[src/hdl/clsx_pkg.sv]
// Shared state codes, token codes and result type for the C subset lexer.
package clsx_pkg;

  localparam int STATE_BITS = 6;
  localparam int TOKEN_BITS = 9;
  localparam int OUT_POS_BITS = 16;

  // Scan states
  localparam logic [STATE_BITS-1:0] ST_START       = 6'd1;
  localparam logic [STATE_BITS-1:0] ST_SLASH       = 6'd2;
  localparam logic [STATE_BITS-1:0] ST_COMMENT     = 6'd3;
  localparam logic [STATE_BITS-1:0] ST_COMMENT_END = 6'd4;
  localparam logic [STATE_BITS-1:0] ST_STR         = 6'd5;
  localparam logic [STATE_BITS-1:0] ST_STR_END     = 6'd6;
  localparam logic [STATE_BITS-1:0] ST_LT          = 6'd7;
  localparam logic [STATE_BITS-1:0] ST_LE          = 6'd8;
  localparam logic [STATE_BITS-1:0] ST_GT          = 6'd9;
  localparam logic [STATE_BITS-1:0] ST_GE          = 6'd10;
  localparam logic [STATE_BITS-1:0] ST_ASSIGN      = 6'd11;
  localparam logic [STATE_BITS-1:0] ST_EQ          = 6'd12;
  localparam logic [STATE_BITS-1:0] ST_NOT         = 6'd13;
  localparam logic [STATE_BITS-1:0] ST_NE          = 6'd14;
  localparam logic [STATE_BITS-1:0] ST_PLUS        = 6'd15;
  localparam logic [STATE_BITS-1:0] ST_INCR        = 6'd16;
  localparam logic [STATE_BITS-1:0] ST_MINUS       = 6'd17;
  localparam logic [STATE_BITS-1:0] ST_DECR        = 6'd18;
  localparam logic [STATE_BITS-1:0] ST_STAR        = 6'd19;
  localparam logic [STATE_BITS-1:0] ST_AMP         = 6'd20;
  localparam logic [STATE_BITS-1:0] ST_AND         = 6'd21;
  localparam logic [STATE_BITS-1:0] ST_BAR         = 6'd22;
  localparam logic [STATE_BITS-1:0] ST_OR          = 6'd23;
  localparam logic [STATE_BITS-1:0] ST_IDENT       = 6'd24;
  localparam logic [STATE_BITS-1:0] ST_INT         = 6'd25;
  localparam logic [STATE_BITS-1:0] ST_DOT         = 6'd26;
  localparam logic [STATE_BITS-1:0] ST_FLOAT       = 6'd27;
  localparam logic [STATE_BITS-1:0] ST_EXP         = 6'd28;
  localparam logic [STATE_BITS-1:0] ST_EXP_SIGN    = 6'd29;
  localparam logic [STATE_BITS-1:0] ST_EXP_NUM     = 6'd30;
  localparam logic [STATE_BITS-1:0] ST_HASH        = 6'd31;
  // #include directive letters seen so far
  localparam logic [STATE_BITS-1:0] ST_PP_I        = 6'd32;
  localparam logic [STATE_BITS-1:0] ST_PP_N        = 6'd33;
  localparam logic [STATE_BITS-1:0] ST_PP_C        = 6'd34;
  localparam logic [STATE_BITS-1:0] ST_PP_L        = 6'd35;
  localparam logic [STATE_BITS-1:0] ST_PP_U        = 6'd36;
  localparam logic [STATE_BITS-1:0] ST_PP_D        = 6'd37;
  localparam logic [STATE_BITS-1:0] ST_PP_DONE     = 6'd38;

  // Token codes
  localparam logic [TOKEN_BITS-1:0] TOK_ERROR    = 9'd0;
  localparam logic [TOKEN_BITS-1:0] TOK_INCLUDE  = 9'd115;
  localparam logic [TOKEN_BITS-1:0] TOK_COMMENT  = 9'd200;
  localparam logic [TOKEN_BITS-1:0] TOK_STRING   = 9'd201;
  localparam logic [TOKEN_BITS-1:0] TOK_ASSIGN   = 9'd202;
  localparam logic [TOKEN_BITS-1:0] TOK_IDENT    = 9'd203;
  localparam logic [TOKEN_BITS-1:0] TOK_INT      = 9'd204;
  localparam logic [TOKEN_BITS-1:0] TOK_FLOAT    = 9'd205;
  localparam logic [TOKEN_BITS-1:0] TOK_EXP_NUM  = 9'd206;
  localparam logic [TOKEN_BITS-1:0] TOK_LT       = 9'd300;
  localparam logic [TOKEN_BITS-1:0] TOK_LE       = 9'd301;
  localparam logic [TOKEN_BITS-1:0] TOK_GT       = 9'd302;
  localparam logic [TOKEN_BITS-1:0] TOK_GE       = 9'd303;
  localparam logic [TOKEN_BITS-1:0] TOK_EQ       = 9'd304;
  localparam logic [TOKEN_BITS-1:0] TOK_NE       = 9'd305;
  localparam logic [TOKEN_BITS-1:0] TOK_NOT      = 9'd400;
  localparam logic [TOKEN_BITS-1:0] TOK_AND      = 9'd401;
  localparam logic [TOKEN_BITS-1:0] TOK_OR       = 9'd402;
  localparam logic [TOKEN_BITS-1:0] TOK_PLUS     = 9'd500;
  localparam logic [TOKEN_BITS-1:0] TOK_INCR     = 9'd501;
  localparam logic [TOKEN_BITS-1:0] TOK_MINUS    = 9'd502;
  localparam logic [TOKEN_BITS-1:0] TOK_DECR     = 9'd503;
  localparam logic [TOKEN_BITS-1:0] TOK_STAR     = 9'd504;

  localparam logic [7:0] CH_NEWLINE = 8'h0A;

  typedef struct packed {
    logic                  valid;
    logic                  is_error;
    logic [TOKEN_BITS-1:0] token_code;
  } emit_t;

endpackage

[src/hdl/clsx_scan.sv]
// Next-state and token emission logic of the lexer state machine.
module clsx_scan (
  input  logic [clsx_pkg::STATE_BITS-1:0] state,
  input  logic [7:0]                      char_code,
  input  logic                            end_of_input,
  output logic [clsx_pkg::STATE_BITS-1:0] state_next,
  output clsx_pkg::emit_t                 result
);

  localparam logic [7:0] CH_SLASH = 8'h2F;
  localparam logic [7:0] CH_QUOTE = 8'h22;
  localparam logic [7:0] CH_LT    = 8'h3C;
  localparam logic [7:0] CH_GT    = 8'h3E;
  localparam logic [7:0] CH_EQ    = 8'h3D;
  localparam logic [7:0] CH_BANG  = 8'h21;
  localparam logic [7:0] CH_PLUS  = 8'h2B;
  localparam logic [7:0] CH_MINUS = 8'h2D;
  localparam logic [7:0] CH_STAR  = 8'h2A;
  localparam logic [7:0] CH_AMP   = 8'h26;
  localparam logic [7:0] CH_BAR   = 8'h7C;
  localparam logic [7:0] CH_HASH  = 8'h23;
  localparam logic [7:0] CH_UNDER = 8'h5F;
  localparam logic [7:0] CH_DOT   = 8'h2E;
  localparam logic [7:0] CH_UP_E  = 8'h45;
  localparam logic [7:0] CH_LO_E  = 8'h65;
  localparam logic [7:0] CH_LO_I  = 8'h69;
  localparam logic [7:0] CH_LO_N  = 8'h6E;
  localparam logic [7:0] CH_LO_C  = 8'h63;
  localparam logic [7:0] CH_LO_L  = 8'h6C;
  localparam logic [7:0] CH_LO_U  = 8'h75;
  localparam logic [7:0] CH_LO_D  = 8'h64;

  function automatic logic [clsx_pkg::STATE_BITS-1:0] step(
    input logic [clsx_pkg::STATE_BITS-1:0] s,
    input logic [7:0]                      c
  );
    logic alpha;
    logic digit;
    logic is_e;
    logic [clsx_pkg::STATE_BITS-1:0] n;
    alpha = (c >= 8'h61 && c <= 8'h7A) || (c >= 8'h41 && c <= 8'h5A);
    digit = (c >= 8'h30 && c <= 8'h39);
    is_e  = (c == CH_UP_E) || (c == CH_LO_E);
    n = clsx_pkg::ST_START;
    case (s)
      clsx_pkg::ST_START: begin
        if (c == CH_SLASH)      n = clsx_pkg::ST_SLASH;
        else if (c == CH_QUOTE) n = clsx_pkg::ST_STR;
        else if (c == CH_LT)    n = clsx_pkg::ST_LT;
        else if (c == CH_GT)    n = clsx_pkg::ST_GT;
        else if (c == CH_EQ)    n = clsx_pkg::ST_ASSIGN;
        else if (c == CH_BANG)  n = clsx_pkg::ST_NOT;
        else if (c == CH_PLUS)  n = clsx_pkg::ST_PLUS;
        else if (c == CH_MINUS) n = clsx_pkg::ST_MINUS;
        else if (c == CH_STAR)  n = clsx_pkg::ST_STAR;
        else if (c == CH_AMP)   n = clsx_pkg::ST_AMP;
        else if (c == CH_BAR)   n = clsx_pkg::ST_BAR;
        else if (alpha)         n = clsx_pkg::ST_IDENT;
        else if (digit)         n = clsx_pkg::ST_INT;
        else if (c == CH_HASH)  n = clsx_pkg::ST_HASH;
      end
      clsx_pkg::ST_SLASH:   if (c == CH_SLASH) n = clsx_pkg::ST_COMMENT;
      clsx_pkg::ST_COMMENT:
        n = (c == clsx_pkg::CH_NEWLINE) ? clsx_pkg::ST_COMMENT_END : clsx_pkg::ST_COMMENT;
      clsx_pkg::ST_STR:     n = (c == CH_QUOTE) ? clsx_pkg::ST_STR_END : clsx_pkg::ST_STR;
      clsx_pkg::ST_LT:      if (c == CH_EQ) n = clsx_pkg::ST_LE;
      clsx_pkg::ST_GT:      if (c == CH_EQ) n = clsx_pkg::ST_GE;
      clsx_pkg::ST_ASSIGN:  if (c == CH_EQ) n = clsx_pkg::ST_EQ;
      clsx_pkg::ST_NOT:     if (c == CH_EQ) n = clsx_pkg::ST_NE;
      clsx_pkg::ST_PLUS:    if (c == CH_PLUS) n = clsx_pkg::ST_INCR;
      clsx_pkg::ST_MINUS:   if (c == CH_MINUS) n = clsx_pkg::ST_DECR;
      clsx_pkg::ST_AMP:     if (c == CH_AMP) n = clsx_pkg::ST_AND;
      clsx_pkg::ST_BAR:     if (c == CH_BAR) n = clsx_pkg::ST_OR;
      clsx_pkg::ST_IDENT:   if (alpha || digit || c == CH_UNDER) n = clsx_pkg::ST_IDENT;
      clsx_pkg::ST_INT: begin
        if (digit)            n = clsx_pkg::ST_INT;
        else if (c == CH_DOT) n = clsx_pkg::ST_DOT;
        else if (is_e)        n = clsx_pkg::ST_EXP;
      end
      clsx_pkg::ST_DOT:     if (digit) n = clsx_pkg::ST_FLOAT;
      clsx_pkg::ST_FLOAT:   if (is_e) n = clsx_pkg::ST_EXP;
      clsx_pkg::ST_EXP: begin
        if (c == CH_PLUS || c == CH_MINUS) n = clsx_pkg::ST_EXP_SIGN;
        else if (digit)                    n = clsx_pkg::ST_EXP_NUM;
      end
      clsx_pkg::ST_EXP_SIGN, clsx_pkg::ST_EXP_NUM: if (digit) n = clsx_pkg::ST_EXP_NUM;
      clsx_pkg::ST_HASH:    if (c == CH_LO_I) n = clsx_pkg::ST_PP_I;
      clsx_pkg::ST_PP_I:    if (c == CH_LO_N) n = clsx_pkg::ST_PP_N;
      clsx_pkg::ST_PP_N:    if (c == CH_LO_C) n = clsx_pkg::ST_PP_C;
      clsx_pkg::ST_PP_C:    if (c == CH_LO_L) n = clsx_pkg::ST_PP_L;
      clsx_pkg::ST_PP_L:    if (c == CH_LO_U) n = clsx_pkg::ST_PP_U;
      clsx_pkg::ST_PP_U:    if (c == CH_LO_D) n = clsx_pkg::ST_PP_D;
      clsx_pkg::ST_PP_D:    if (c == CH_LO_E) n = clsx_pkg::ST_PP_DONE;
      default:              n = clsx_pkg::ST_START;
    endcase
    return n;
  endfunction

  function automatic logic [clsx_pkg::TOKEN_BITS-1:0] accept_code(
    input logic [clsx_pkg::STATE_BITS-1:0] s
  );
    logic [clsx_pkg::TOKEN_BITS-1:0] t;
    case (s)
      clsx_pkg::ST_COMMENT_END: t = clsx_pkg::TOK_COMMENT;
      clsx_pkg::ST_STR_END:     t = clsx_pkg::TOK_STRING;
      clsx_pkg::ST_LT:          t = clsx_pkg::TOK_LT;
      clsx_pkg::ST_LE:          t = clsx_pkg::TOK_LE;
      clsx_pkg::ST_GT:          t = clsx_pkg::TOK_GT;
      clsx_pkg::ST_GE:          t = clsx_pkg::TOK_GE;
      clsx_pkg::ST_ASSIGN:      t = clsx_pkg::TOK_ASSIGN;
      clsx_pkg::ST_EQ:          t = clsx_pkg::TOK_EQ;
      clsx_pkg::ST_NOT:         t = clsx_pkg::TOK_NOT;
      clsx_pkg::ST_NE:          t = clsx_pkg::TOK_NE;
      clsx_pkg::ST_PLUS:        t = clsx_pkg::TOK_PLUS;
      clsx_pkg::ST_INCR:        t = clsx_pkg::TOK_INCR;
      clsx_pkg::ST_MINUS:       t = clsx_pkg::TOK_MINUS;
      clsx_pkg::ST_DECR:        t = clsx_pkg::TOK_DECR;
      clsx_pkg::ST_STAR:        t = clsx_pkg::TOK_STAR;
      clsx_pkg::ST_AND:         t = clsx_pkg::TOK_AND;
      clsx_pkg::ST_OR:          t = clsx_pkg::TOK_OR;
      clsx_pkg::ST_IDENT:       t = clsx_pkg::TOK_IDENT;
      clsx_pkg::ST_INT:         t = clsx_pkg::TOK_INT;
      clsx_pkg::ST_FLOAT:       t = clsx_pkg::TOK_FLOAT;
      clsx_pkg::ST_EXP_NUM:     t = clsx_pkg::TOK_EXP_NUM;
      clsx_pkg::ST_PP_DONE:     t = clsx_pkg::TOK_INCLUDE;
      default:                  t = clsx_pkg::TOK_ERROR;
    endcase
    return t;
  endfunction

  logic [clsx_pkg::STATE_BITS-1:0] cont_state;
  logic [clsx_pkg::STATE_BITS-1:0] restart_state;
  logic [clsx_pkg::TOKEN_BITS-1:0] code;
  logic                            in_token;

  assign cont_state    = step(state, char_code);
  assign restart_state = step(clsx_pkg::ST_START, char_code);
  assign code          = accept_code(state);
  assign in_token      = (state != clsx_pkg::ST_START);

  always_comb begin
    result.token_code = code;
    result.is_error   = (code == clsx_pkg::TOK_ERROR);
    if (end_of_input) begin
      // flush whatever is pending and go back to start
      result.valid = in_token;
      state_next   = clsx_pkg::ST_START;
    end else if (in_token && cont_state == clsx_pkg::ST_START) begin
      // token ended: emit it and rescan the terminating character
      result.valid = 1'b1;
      state_next   = restart_state;
    end else begin
      result.valid = 1'b0;
      state_next   = cont_state;
    end
  end

endmodule

[src/hdl/c_subset_lexer_dfa.sv]
// Top level of the C subset lexer: position counters, scan state and result register.
//
// Input stream: one source byte per transaction on s_axis_tdata[7:0]; s_axis_tlast set
// flushes the token in progress and the byte is ignored.
// Output stream: one transaction per finished token, carrying the token code (0 on
// error), line and column in m_axis_tdata and the error flag in m_axis_tuser.
// Output: each result is registered and appears on m_axis in the cycle after the byte
// ending the token (or the flush) is accepted. Throughput: one byte per cycle while no
// result stalls; the next state is a single combinational function of state and byte.
// Whitespace and unknown bytes between tokens produce no output.
// Stall: s_axis_tready is high while the result register is empty or being taken
// this cycle; a stalled result holds and input stops until it leaves.
// Reset: scan state returns to start, line count to 1, column count to 0, and the
// result register empties. Line and column counters saturate at their maximum and
// are reported clamped to 16 bits.
module c_subset_lexer_dfa #(
  parameter int POSITION_BITS = 16
) (
  input  logic        clk,
  input  logic        rst,
  input  logic        s_axis_tvalid,
  output logic        s_axis_tready,
  input  logic [7:0]  s_axis_tdata,   // [7:0] char_code
  input  logic        s_axis_tlast,   // end_of_input
  output logic        m_axis_tvalid,
  input  logic        m_axis_tready,
  output logic [47:0] m_axis_tdata,   // [8:0] token_code, [24:9] line_number,
                                      // [40:25] column_number, [47:41] zero
  output logic        m_axis_tuser    // is_error
);

  localparam int WIDE_BITS = (POSITION_BITS > clsx_pkg::OUT_POS_BITS) ?
                             POSITION_BITS : clsx_pkg::OUT_POS_BITS;
  localparam logic [POSITION_BITS-1:0] POS_MAX = '1;
  localparam logic [WIDE_BITS-1:0] OUT_MAX = WIDE_BITS'({clsx_pkg::OUT_POS_BITS{1'b1}});

  logic [clsx_pkg::STATE_BITS-1:0] state;
  logic [clsx_pkg::STATE_BITS-1:0] state_next;
  logic [POSITION_BITS-1:0]        line_count;
  logic [POSITION_BITS-1:0]        line_count_next;
  logic [POSITION_BITS-1:0]        column_count;
  logic [POSITION_BITS-1:0]        column_count_next;
  clsx_pkg::emit_t                 result;
  logic                            accept;
  logic [WIDE_BITS-1:0]            line_wide;
  logic [WIDE_BITS-1:0]            column_wide;
  logic [clsx_pkg::OUT_POS_BITS-1:0] line_sat;
  logic [clsx_pkg::OUT_POS_BITS-1:0] column_sat;

  logic                              out_valid;
  logic [clsx_pkg::TOKEN_BITS-1:0]   out_token;
  logic                              out_error;
  logic [clsx_pkg::OUT_POS_BITS-1:0] out_line;
  logic [clsx_pkg::OUT_POS_BITS-1:0] out_column;

  assign s_axis_tready = !out_valid || m_axis_tready;
  assign accept        = s_axis_tvalid && s_axis_tready;

  clsx_scan u_scan (
    .state        (state),
    .char_code    (s_axis_tdata),
    .end_of_input (s_axis_tlast),
    .state_next   (state_next),
    .result       (result)
  );

  // advance position on every real character; newline starts a new line at column 0
  always_comb begin
    line_count_next   = line_count;
    column_count_next = column_count;
    if (!s_axis_tlast) begin
      if (column_count != POS_MAX) column_count_next = column_count + 1'b1;
      if (s_axis_tdata == clsx_pkg::CH_NEWLINE) begin
        if (line_count != POS_MAX) line_count_next = line_count + 1'b1;
        column_count_next = '0;
      end
    end
  end

  assign line_wide   = WIDE_BITS'(line_count_next);
  assign column_wide = WIDE_BITS'(column_count_next);
  assign line_sat    = (line_wide > OUT_MAX) ? '1 : line_wide[clsx_pkg::OUT_POS_BITS-1:0];
  assign column_sat  = (column_wide > OUT_MAX) ? '1 : column_wide[clsx_pkg::OUT_POS_BITS-1:0];

  always_ff @(posedge clk) begin
    if (rst) begin
      state        <= clsx_pkg::ST_START;
      line_count   <= POSITION_BITS'(1);
      column_count <= '0;
    end else if (accept) begin
      state        <= state_next;
      line_count   <= line_count_next;
      column_count <= column_count_next;
    end
  end

  always_ff @(posedge clk) begin
    if (rst) begin
      out_valid <= 1'b0;
    end else if (accept) begin
      out_valid <= result.valid;
    end else if (m_axis_tready) begin
      out_valid <= 1'b0;
    end
  end

  // payload: load only when a token is emitted
  always_ff @(posedge clk) begin
    if (accept && result.valid) begin
      out_token  <= result.token_code;
      out_error  <= result.is_error;
      out_line   <= line_sat;
      out_column <= column_sat;
    end
  end

  assign m_axis_tvalid = out_valid;
  assign m_axis_tdata  = {7'b0, out_column, out_line, out_token};
  assign m_axis_tuser  = out_error;

endmodule

[config.mk]
export PLATFORM = sky130hd
export DESIGN_NAME = c_subset_lexer_dfa
export DESIGN_NICKNAME = d
export VERILOG_FILES = /design/src/hdl/clsx_pkg.sv /design/src/hdl/clsx_scan.sv /design/src/hdl/c_subset_lexer_dfa.sv
export SDC_FILE = /design/constraint.sdc
export NUM_CORES = 1
export LEC_CHECK = 0
export ABC_AREA = 1
export BUFFER_PORTS_ARGS = -buffer_cell sky130_fd_sc_hd__buf_2
export CAP_MARGIN = 15
export CORE_MARGIN = 10
export CORE_UTILIZATION = 45
export CTS_CLUSTER_SIZE = 12
export DETAILED_ROUTE_END_ITERATION = 10
export PLACE_DENSITY = 0.75
export SLEW_MARGIN = 20
export SYNTH_ARGS = -nofsm -noshare
export SYNTH_HDL_FRONTEND = slang
export SYNTH_SLANG_ARGS = --single-unit
[constraint.sdc]
create_clock -name clk -period 4.1 [get_ports clk]
set_input_delay 0.82 -clock clk [delete_from_list [all_inputs] [get_ports clk]]
set_output_delay 0.82 -clock clk [all_outputs]
set_load 0.1 [all_outputs]
==> results.py, run 1 <==
metrics = {
    "grt": {
        "grt_pass1_vias": 5222,
        "overall_global_routing_usage_pct": 15.8,
        "grt_pass1_wl_mm": 24.0,
        "antenna_found_initial": 0,
        "largest_net_degree_at_the_start_of_global_routing": 37,
        "grt-ovfl-total": 0,
    },
    "setup_path": {
        "setup.worst_path.class": "in -> reg",
        "worst_r2r_startpoint": "state[0]",
        "critical_path_required_ns": 4.38,
        "worstSetupStartpointType": "input pin",
        "worstPathArrival_ns": 3.77,
        "timing.critical_path.to_type": "register",
        "critical_path.startpoint": "s_axis_tdata[2]",
        "critical_path_peak_fanout": 10,
    },
    "timing": {
        "largest_clock_skew_in_the_final_design_ns": 0.0100,
        "setup_total_negative_slack_ns": 0,
        "report.final.setup_viol": 0,
        "timing.final.ws_setup_ns": 0.610,
        "post-route-min-period_ns": 3.49,
        "post-route-period-util_pct": 85.1,
        "rsz0062_at_grt": "false",
        "hold_violations": 0,
        "fmax_mhz": 286,
        "tightestPinTransition_ns": 0.640,
        "maxSlewViolCount": 0,
        "max_transition_margin_pct": 57.4,
    },
    "synthesis": {
        "synth.yosys.warnings": 0,
        "synth-seq-area-share_pct": 39.1,
        "post_synth_xor_area_fraction_pct": 1.85,
        "synth.avg_cell_area_um2": 6.75,
        "ys_dominant_reg_cell": "dfxtp_1",
        "post_synth_inst_count": 843,
        "multiplexer_fraction_of_the_synthesized_cell_area_pct": 0,
        "synth-adder-area-share_pct": 1.10,
        "simple_gate_portion_of_the_synthesized_area_pct": 35.4,
        "synth.cell_area_mm2": 0.00569,
        "synth_seq_cells": 90,
        "synth_async_sr_flop_share_pct": 0,
        "synth_edf_count": 42,
        "synthDistinctLibCells": 40,
        "synth_compound_area_share_pct": 11.9,
        "combinational_family_with_the_most_area_after_synthesis": "simple AND/OR/NAND/NOR gates",
    },
    "die": {
        "pin_count": 64,
        "initial_core_utilization_pct": 45.4,
        "core.rowCount": 41,
        "coreArea_mm2": 0.0125,
        "chipWidth_um": 132,
        "die_area_mm2": 0.0175,
        "dieHeight_um": 132,
    },
    "worst_hold_path": {
        "min_from": "u_scan.code[8]",
        "worstHoldPathType": "reg -> reg",
    },
    "route": {
        "ant_nets": 0,
        "wire_per_inst_um": 13.0,
        "dr_total_vias": 5470,
        "drt_iter0_markers": 564,
        "first_pass_iters": 6,
        "viasPerCell": 5.09,
        "drt_wl_total_mm": 14.0,
        "remaining_drc_errors": 0,
    },
    "place": {
        "post-dp-hpwl_mm": 10.8,
        "finalWeightedCongestion": 0.961,
        "place_ws_ns": 0.325,
        "buffer_ports.inserted": 56,
    },
    "run_status": {
        "status": "completed",
    },
    "clocking": {
        "cts_made_buffers": 9,
        "clkTransAtPathRegs_ns": 0.07,
        "cts_sinks": 90,
        "cts-resized-gates": 0,
        "cts_tree": "done",
        "cts_setup_buffers": 0,
        "cts-hold-fix-buffers": 0,
        "cts_root_buf": "clkbuf_16",
        "h-tree-depth": 3,
        "later_pin_clock_latency_in_the_skew_report_ns": 0.34,
        "clock_path_buffers": 2,
    },
    "power": {
        "combPwrFrac_pct": 28.2,
        "ir_drop_mv": 0.186,
        "total_leakage_power_nw": 3.07,
        "power.net_switching_mw": 0.987,
        "seq_power_share_pct": 41.6,
        "powerDensity_mw_per_mm2": 402,
        "p_int_mw": 1.59,
        "power_switching_share_pct": 38.2,
        "clock_power_share_pct": 30.2,
    },
    "flow_run": {
        "maxCapViolations": 0,
    },
    "cells_and_area": {
        "n_antenna_cell": 0,
        "layout-drive-gt1-share_pct": 13.5,
        "layout.filler_cells": 1270,
        "area_growth_syn_to_layout_pct": 12.9,
        "nets_finish": 916,
    },
}
-- registers in the layout, summed over array words and instances (netlist names) --
signal	flops
state	6
out_line	16
m_axis_tvalid	1
line_count	16
u_scan.code	9
column_count	16
m_axis_tuser	1
out_token	9
out_column	16
-- final cells by class --
| cell class | count | area, um^2 | area share, % |
|---|---|---|---|
| inverter | 129 | 484 | 7.54 |
| clock buffer | 9 | 225 | 3.51 |
| clock inverter | 7 | 65.1 | 1.01 |
| tap | 172 | 215 | 3.35 |
| multi-input combinational | 609 | 2890 | 45.1 |
| timing repair buffer | 59 | 315 | 4.91 |
| sequential | 90 | 2220 | 34.6 |
-- Yosys cell counts, types with 5 or more instances --
cell	n	area [um^2]
nand2_1	203	762
nor2_1	119	447
inv_1	112	420
nand3_1	57	285
o21ai_0	56	280
dfxtp_1	48	961
a21oi_1	46	230
edfxtp_1	42	1260
nor3_1	22	110
nand4_1	18	113
inv_2	15	56.3
xor2_1	12	105
clkbuf_1	11	41.3
nand2_2	9	56.3
o21ai_1	9	45.0
buf_4	8	60.1
nor2_2	6	37.5
a31oi_1	5	31.3
ha_1	5	62.6
nor4_1	5	31.3
-- metrics by stage --
stage	cell area (um^2)	power, mW	utilization (%)	cells	hold WS, ns
after floorplan	5710	1.69	-	849	0.409
after global placement	6130	1.81	49.0	1059	0.414
after detailed placement	6130	1.82	49.0	1059	0.415
after CTS	6420	2.59	51.3	1075	0.431
after global routing	6420	2.70	51.3	1075	0.442
final	6420	2.58	51.3	1075	0.435
-- cells by family (layout without fill, tap and decap cells) --
family / after synthesis / after routing
AND/OR/NAND/NOR: 458 / 458
AO/OA/AOI/OAI: 127 / 127
other: 1 / 7
flip-flops: 90 / 90
adder cells (fa/ha/maj): 5 / 5
buffers and inverters: 150 / 204
XOR/XNOR: 12 / 12
-- power groups by stage --
| stage | clock, mW | sequential (mW) | combinational [mW] |
|---|---|---|---|
| 6_report | 0.780 | 1.07 | 0.729 |
| 5_1_grt | 0.826 | 1.08 | 0.792 |
| 4_1_cts | 0.790 | 1.07 | 0.728 |
| 3_5_place_dp | 0 | 1.09 | 0.726 |
| 3_3_place_gp | 0 | 1.09 | 0.722 |
| 2_1_floorplan | 0 | 1.36 | 0.332 |
-- critical path: stages --
cell and delay [ns]:
buf_2 0.12, inv_1 0.10, nand2_1 0.13, nor2_1 0.20, nand2_1 0.22, nand2_1 0.13, nand3_1 0.09, nor3_2 0.10
nand2_1 0.06, nor2_1 0.14, nand2_1 0.11, nor2_4 0.16, nand3_2 0.13, nand2_1 0.09, nand3_1 0.07, nand2_1 0.13
nand2_4 0.13, inv_2 0.13, ha_1 0.17, nand3_2 0.11, nor2_1 0.12, nand3_1 0.16, nand2_1 0.14
-- cell usage in the layout, fill, tap and decap left out, drive strengths merged --
master	Yosys	layout
xor2	12	12
o21a	3	3
or2	5	5
a22o	1	1
inv	127	129
dfxtp	48	48
nand3	60	60
clkinv	2	4
o21ai	65	65
a211oi	1	1
o221ai	1	1
nor4	5	5
buf	10	59
nand4	19	19
nor2	128	128
o211ai	1	1
nor3	23	23
o221a	1	1
nand2	215	215
edfxtp	42	42
conb	1	7
clkinvlp	0	3
ha	5	5
o31ai	2	2
a31oi	5	5
a21oi	47	47
nand3b	3	3
clkbuf	11	9
-- metal layers --
| metal | vias up | track usage (%) | share of wire, % |
|---|---|---|---|
| met4 | 0 | 5.20 | 1.5 |
| met1 | 2467 | 18.7 | 44 |
| met2 | 154 | 27.6 | 49 |
| met5 | - | 0 | 0 |
| li1 | 2832 | - | - |
| met3 | 17 | 3.79 | 5.7 |
-- worst paths after layout --
| kind | to | slack, ns | cells past startpoint |
|---|---|---|---|
| worst max register to register | u_scan.code[4] | 0.86 | 23 |
| worst min-delay path | out_token[8] | 0.44 | 0 |
| worst max-delay path | u_scan.code[4] | 0.61 | 23 |
| worst min register to register | out_token[8] | 0.44 | 0 |
No activity file was read; power rests on OpenSTA's default activity.
==> run 2, diff against run 1 <==
BUFFER_PORTS_ARGS = -buffer_cell sky130_fd_sc_hd__buf_4   (was -buffer_cell sky130_fd_sc_hd__buf_2)
==> run 2 against run 1 <==
Compared with the run above: register-to-register slack hardly changed; sequential power hardly changed; first-iteration DRC count is 5.1% higher; largest power group unchanged; sequential share of layout area is 0.80 points lower; critical endpoint is now u_scan.code[3]; fmax is 1.1% higher; clock power is 6.0% higher; critical path depth is 2 higher; clock skew is 0.0029 ns lower; hold slack worse by 0.0031 ns.
==> results.py, run 2 (same netlist as run 1, synthesis figures left out) <==
metrics = {
    "cells_and_area": {
        "nets_finish": 916,
        "n_antenna_cell": 0,
        "mostFrequentLayoutCell": "nand2_1",
        "area_growth_syn_to_layout_pct": 15.6,
        "layout_common_cells": "203 x nand2_1, 118 x nor2_1, 112 x inv_1, 58 x buf_4, 57 x nand3_1",
        "layout-drive-gt1-share_pct": 13.5,
    },
    "clocking": {
        "cts-resized-gates": 0,
        "clock_path_buffers": 2,
        "later_pin_clock_latency_in_the_skew_report_ns": 0.35,
        "cts_made_buffers": 9,
        "cts_sinks": 90,
        "clkTransAtPathRegs_ns": 0.06,
        "cts-hold-fix-buffers": 0,
        "h-tree-depth": 3,
        "cts_setup_buffers": 0,
        "cts_tree": "done",
        "cts_root_buf": "clkbuf_16",
    },
    "timing": {
        "setup_total_negative_slack_ns": 0,
        "max_transition_margin_pct": 63.2,
        "tightestPinTransition_ns": 0.548,
        "rsz0062_at_grt": "false",
        "fmax_mhz": 290,
        "post-route-min-period_ns": 3.45,
        "hold_violations": 0,
        "maxSlewViolCount": 0,
        "post-route-period-util_pct": 84.2,
        "report.final.setup_viol": 0,
        "largest_clock_skew_in_the_final_design_ns": 0.00716,
    },
    "setup_path": {
        "timing.critical_path.to_type": "register",
        "cp_top_family": "simple AND/OR/NAND/NOR gates",
        "setup.worst_path.class": "in -> reg",
        "worst_path_buf_inv": 3,
        "critical_path_peak_fanout": 8,
        "most_used_cell_cp": "nand2_1",
        "critical_path_required_ns": 4.38,
        "worstSetupStartpointType": "input pin",
        "crit_path_max_incr_delay_ns": 0.20,
        "worstPathArrival_ns": 3.74,
        "critical_path.slowest_cell": "nor2_1",
    },
    "power": {
        "p_int_mw": 1.68,
        "seq_power_share_pct": 40.5,
        "power_switching_share_pct": 36.8,
        "combPwrFrac_pct": 28.4,
        "total_leakage_power_nw": 3.14,
        "power.total_mw": 2.66,
        "clock_power_share_pct": 31.1,
        "ir_drop_mv": 0.236,
        "power.net_switching_mw": 0.979,
        "powerDensity_mw_per_mm2": 404,
    },
    "die": {
        "die_area_mm2": 0.0175,
        "initial_core_utilization_pct": 45.4,
        "pin_count": 64,
        "dieHeight_um": 132,
        "chipWidth_um": 132,
        "coreArea_mm2": 0.0125,
        "core.rowCount": 41,
    },
    "grt": {
        "largest_net_degree_at_the_start_of_global_routing": 44,
        "grt-ovfl-total": 0,
        "overall_global_routing_usage_pct": 15.8,
        "grt_pass1_vias": 5004,
        "antenna_found_initial": 0,
        "grt_pass1_wl_mm": 23.6,
    },
    "route": {
        "viasPerCell": 5.17,
        "remaining_drc_errors": 0,
        "first_pass_iters": 5,
        "wire_per_inst_um": 13.2,
        "dr_total_vias": 5554,
        "drt_wl_total_mm": 14.2,
        "ant_nets": 0,
        "drt_iter0_markers": 593,
    },
    "place": {
        "buffer_ports.inserted": 56,
        "finalWeightedCongestion": 0.971,
        "post-dp-hpwl_mm": 10.9,
    },
    "flow_run": {
        "maxCapViolations": 0,
    },
    "worst_hold_path": {
        "worstHoldPathType": "reg -> reg",
    },
    "run_status": {
        "status": "completed",
    },
}
==> run 2: changes by cell type in the layout (fill, tap and decap cells not counted), sizes merged <==
cell / previous run / this run
bufinv: 0 / 1
clkinvlp: 3 / 1
inv: 129 / 130
==> run 2: final timing paths <==
| path | end | slack (ns) | cells past startpoint | start |
|---|---|---|---|---|
| worst max-delay path | u_scan.code[3] | 0.65 | 25 | s_axis_tdata[2] |
| worst min-delay path | out_token[2] | 0.43 | 0 | u_scan.code[2] |
| worst max register to register | u_scan.code[3] | 0.86 | 25 | state[0] |
| worst min register to register | out_token[2] | 0.43 | 0 | u_scan.code[2] |
==> run 2: metal layers <==
layer	wire length, um	up-vias	track usage (%)
met4	356	0	6.72
met3	750	32	2.65
met5	0	-	0
li1	-	2843	-
met2	6910	172	26.6
met1	6180	2507	19.4
==> run 2: final cells by class <==
cell class	instances	area, um^2
fillers	1251	5940
clock inverters	7	76.3
inverters	129	484
flip-flops and latches	90	2220
clock buffers	9	225
multi-input cells	609	2890
well taps	172	215
repair buffers	59	455
==> run 2: stage by stage <==
step                      setup WS [ns]  std cells  area, um^2  util (%)  hold slack [ns]
after CTS                         0.692       1075        6570      52.5            0.434
after detailed placement          0.337       1059        6270      50.1            0.419
after global placement            0.457       1059        6270      50.1            0.411
final                             0.648       1075        6570      52.5            0.432
after global routing              0.231       1075        6570      52.5            0.453
after floorplan                   0.422        849        5710         -            0.409
==> run 2: power by group through the flow <==
stage | clock [mW] | combinational [mW] | sequential (mW)
global placement | 0 | 0.747 | 1.09
CTS | 0.837 | 0.755 | 1.08
global route | 0.873 | 0.813 | 1.08
floorplan | 0 | 0.332 | 1.36
detailed placement | 0 | 0.753 | 1.09
finish | 0.827 | 0.755 | 1.08
==> run 2: worst reg2reg max path: stages, from the launching register on <==
cell	delay (ns)
dfxtp_1	0.47
nand2_1	0.16
inv_2	0.13
nor2_1	0.05
nand2_1	0.11
inv_2	0.04
nand2_1	0.09
inv_1	0.08
a21oi_1	0.19
nand2_1	0.10
nor2_2	0.11
nand2_1	0.09
nor2_4	0.19
nand3_2	0.13
nand2_1	0.08
nand3_1	0.07
nand2_1	0.13
nand2_2	0.13
inv_2	0.14
ha_1	0.17
nand3_2	0.11
nand2_1	0.13
nand2_1	0.07
nand3_1	0.09
nor2_1	0.05
nor2_1	0.08
==> run 3, diff against run 2 <==
clock period = 2.9 ns   (was 4.1 ns; I/O delays follow)
==> run 3 against run 2 <==
Compared with the run above: the flow now finishes with violations (setup timing); core utilization up 11 points; sequential cell count unchanged; sequential share of layout area down 5.4 points; power up 57%; critical path type is now reg -> reg; global-route usage up 0.75 points; highest routed layer unchanged.
==> results.py, run 3 (same netlist as run 1, synthesis figures left out) <==
metrics = {
    "route": {
        "drt_wl_total_mm": 16.1,
        "first_pass_iters": 7,
        "drt_iter0_markers": 582,
        "wire_per_inst_um": 13.8,
        "remaining_drc_errors": 0,
        "dr_total_vias": 6066,
        "viasPerCell": 5.19,
        "ant_nets": 0,
    },
    "flow_run": {
        "maxCapViolations": 0,
    },
    "cells_and_area": {
        "layout_common_cells": "163 x nand2_1, 146 x buf_4, 98 x inv_1, 77 x nor2_1, 52 x o21ai_0",
        "multiInputGateArea_mm2": 0.00343,
        "mostFrequentLayoutCell": "nand2_1",
        "area_taken_by_flip_flops_and_latches_mm2": 0.00225,
        "n_antenna_cell": 0,
        "nets_finish": 1009,
        "layout-drive-gt1-share_pct": 34.1,
        "layout.filler_cells": 1084,
        "finish.cell_count_without_fillers": 1168,
        "area_growth_syn_to_layout_pct": 39.2,
    },
    "clocking": {
        "cts-hold-fix-buffers": 0,
        "clock_path_buffers": 2,
        "later_pin_clock_latency_in_the_skew_report_ns": 0.34,
        "cts_tree": "done",
        "cts_sinks": 90,
        "cts_root_buf": "clkbuf_16",
        "h-tree-depth": 3,
        "cts_made_buffers": 9,
        "clkTransAtPathRegs_ns": 0.06,
    },
    "place": {
        "post-dp-hpwl_mm": 11.2,
        "buffer_ports.inserted": 56,
        "place_ws_ns": -0.459,
        "finalWeightedCongestion": 0.942,
        "dp_cells": 1130,
    },
    "setup_path": {
        "timing.critical_path.to_type": "register",
        "worstSetupStartpointType": "register",
        "crit_chain": "inv_2, nand2_2, nor2_2, inv_1, nor2_4, nand2_1, nand4_1, nor2_1, nand4_1, nand2_2, nor2_4, nand3_4, nand2_2, nand3_2, nand2_2, nand2_4, ha_4, nand3b_1, nand2_1, nor2_2, nand2_1, nand2_1, nand2_1",
        "setup.worst_path.class": "reg -> reg",
        "critical_path.startpoint": "state[5]",
        "worst_path_buf_inv": 2,
        "worst_r2r_startpoint": "state[5]",
        "worstPathArrival_ns": 3.15,
        "critical_path_peak_fanout": 5,
        "rr_worst_depth": 23,
        "regToRegEndpoint": "u_scan.code[1]",
        "crit_path_max_incr_delay_ns": 0.37,
        "most_used_cell_cp": "nand2_1",
        "critical_path_required_ns": 3.13,
        "critical_path.slowest_cell": "dfxtp_4",
        "cp_top_family": "simple AND/OR/NAND/NOR gates",
        "r2r_setup_slack_ns": -0.01,
    },
    "timing": {
        "maxSlewViolCount": 0,
        "largest_clock_skew_in_the_final_design_ns": 0.00803,
        "post-route-period-util_pct": 100,
        "setup_total_negative_slack_ns": -0.0145,
        "hold_violations": 0,
        "timing.final.ws_setup_ns": -0.0145,
        "fmax_mhz": 343,
        "report.final.setup_viol": 1,
        "whs_ns": 0.430,
        "rsz0062_at_grt": "true",
        "post-route-min-period_ns": 2.91,
    },
    "worst_hold_path": {
        "hold-path-endpoint": "out_token[6]",
        "min_from": "u_scan.code[6]",
        "worstHoldPathType": "reg -> reg",
        "hold_depth": 0,
    },
    "power": {
        "ir_drop_mv": 0.289,
        "powerDensity_mw_per_mm2": 526,
        "total_leakage_power_nw": 3.71,
    },
    "run_status": {
        "status": "complete, but fails checks",
        "failing_checks": "setup timing",
    },
    "die": {
        "coreArea_mm2": 0.0125,
        "dieHeight_um": 132,
        "initial_core_utilization_pct": 45.4,
        "core.rowCount": 41,
        "chipWidth_um": 132,
        "pin_count": 64,
        "die_area_mm2": 0.0175,
    },
    "grt": {
        "overall_global_routing_usage_pct": 16.5,
        "antenna_found_initial": 0,
        "grt-ovfl-total": 0,
        "grt_pass1_vias": 5476,
        "largest_net_degree_at_the_start_of_global_routing": 37,
        "grt_pass1_wl_mm": 24.7,
    },
}
run 3: metal layers:
metal / wire length [um] / vias to the layer above / GRT usage, %
met3: 869 / 47 / 2.31
met5: 0 / - / 0
met1: 6660 / 2780 / 19.3
met2: 8090 / 213 / 28.9
li1: - / 3026 / -
met4: 478 / 0 / 8.31
run 3: layout make-up:
class	instances	area share, %
clock buffers	11	2.94
clock inverters	5	1.31
inverters	129	6.43
multi-input cells	609	43.3
flip-flops and latches	90	28.4
well taps	172	2.72
repair buffers	152	14.9
run 3: how the worst max path moves through the flow:
stage                      to  slack [ns]  depth (start not counted)
6_report       u_scan.code[1]       -0.01                         23
4_1_cts        u_scan.code[8]       0.001                         21
2_1_floorplan    m_axis_tuser       0.006                         16
3_3_place_gp   u_scan.code[7]       -0.35                         26
5_1_grt        u_scan.code[1]       -0.20                         23
3_5_place_dp   u_scan.code[7]       -0.46                         26
run 3: timing repair:
action / in CTS / in global routing
setup endpoints to repair: 9 / 47
pin swaps: 1 / 55
cloned: 0 / 0
resized for setup: 12 / 170
setup buffers: 1 / 22
run 3: power by group:
group / leakage (nW) / switching (mW) / internal (mW) / total (mW)
logic: 2.76 / 0.945 / 0.391 / 1.34
clock network: 0.164 / 0.464 / 0.842 / 1.31
registers: 0.788 / 0.0633 / 1.46 / 1.52
run 3: per-stage QoR:
step | utilization (%) | instance area [um^2] | total power [mW]
final | 63.3 | 7920 | 4.17
after global routing | 63.3 | 7920 | 4.33
after CTS | 57.6 | 7210 | 4.02
after detailed placement | 54.6 | 6840 | 2.70
after global placement | 54.6 | 6840 | 2.69
after floorplan | - | 5740 | 2.40
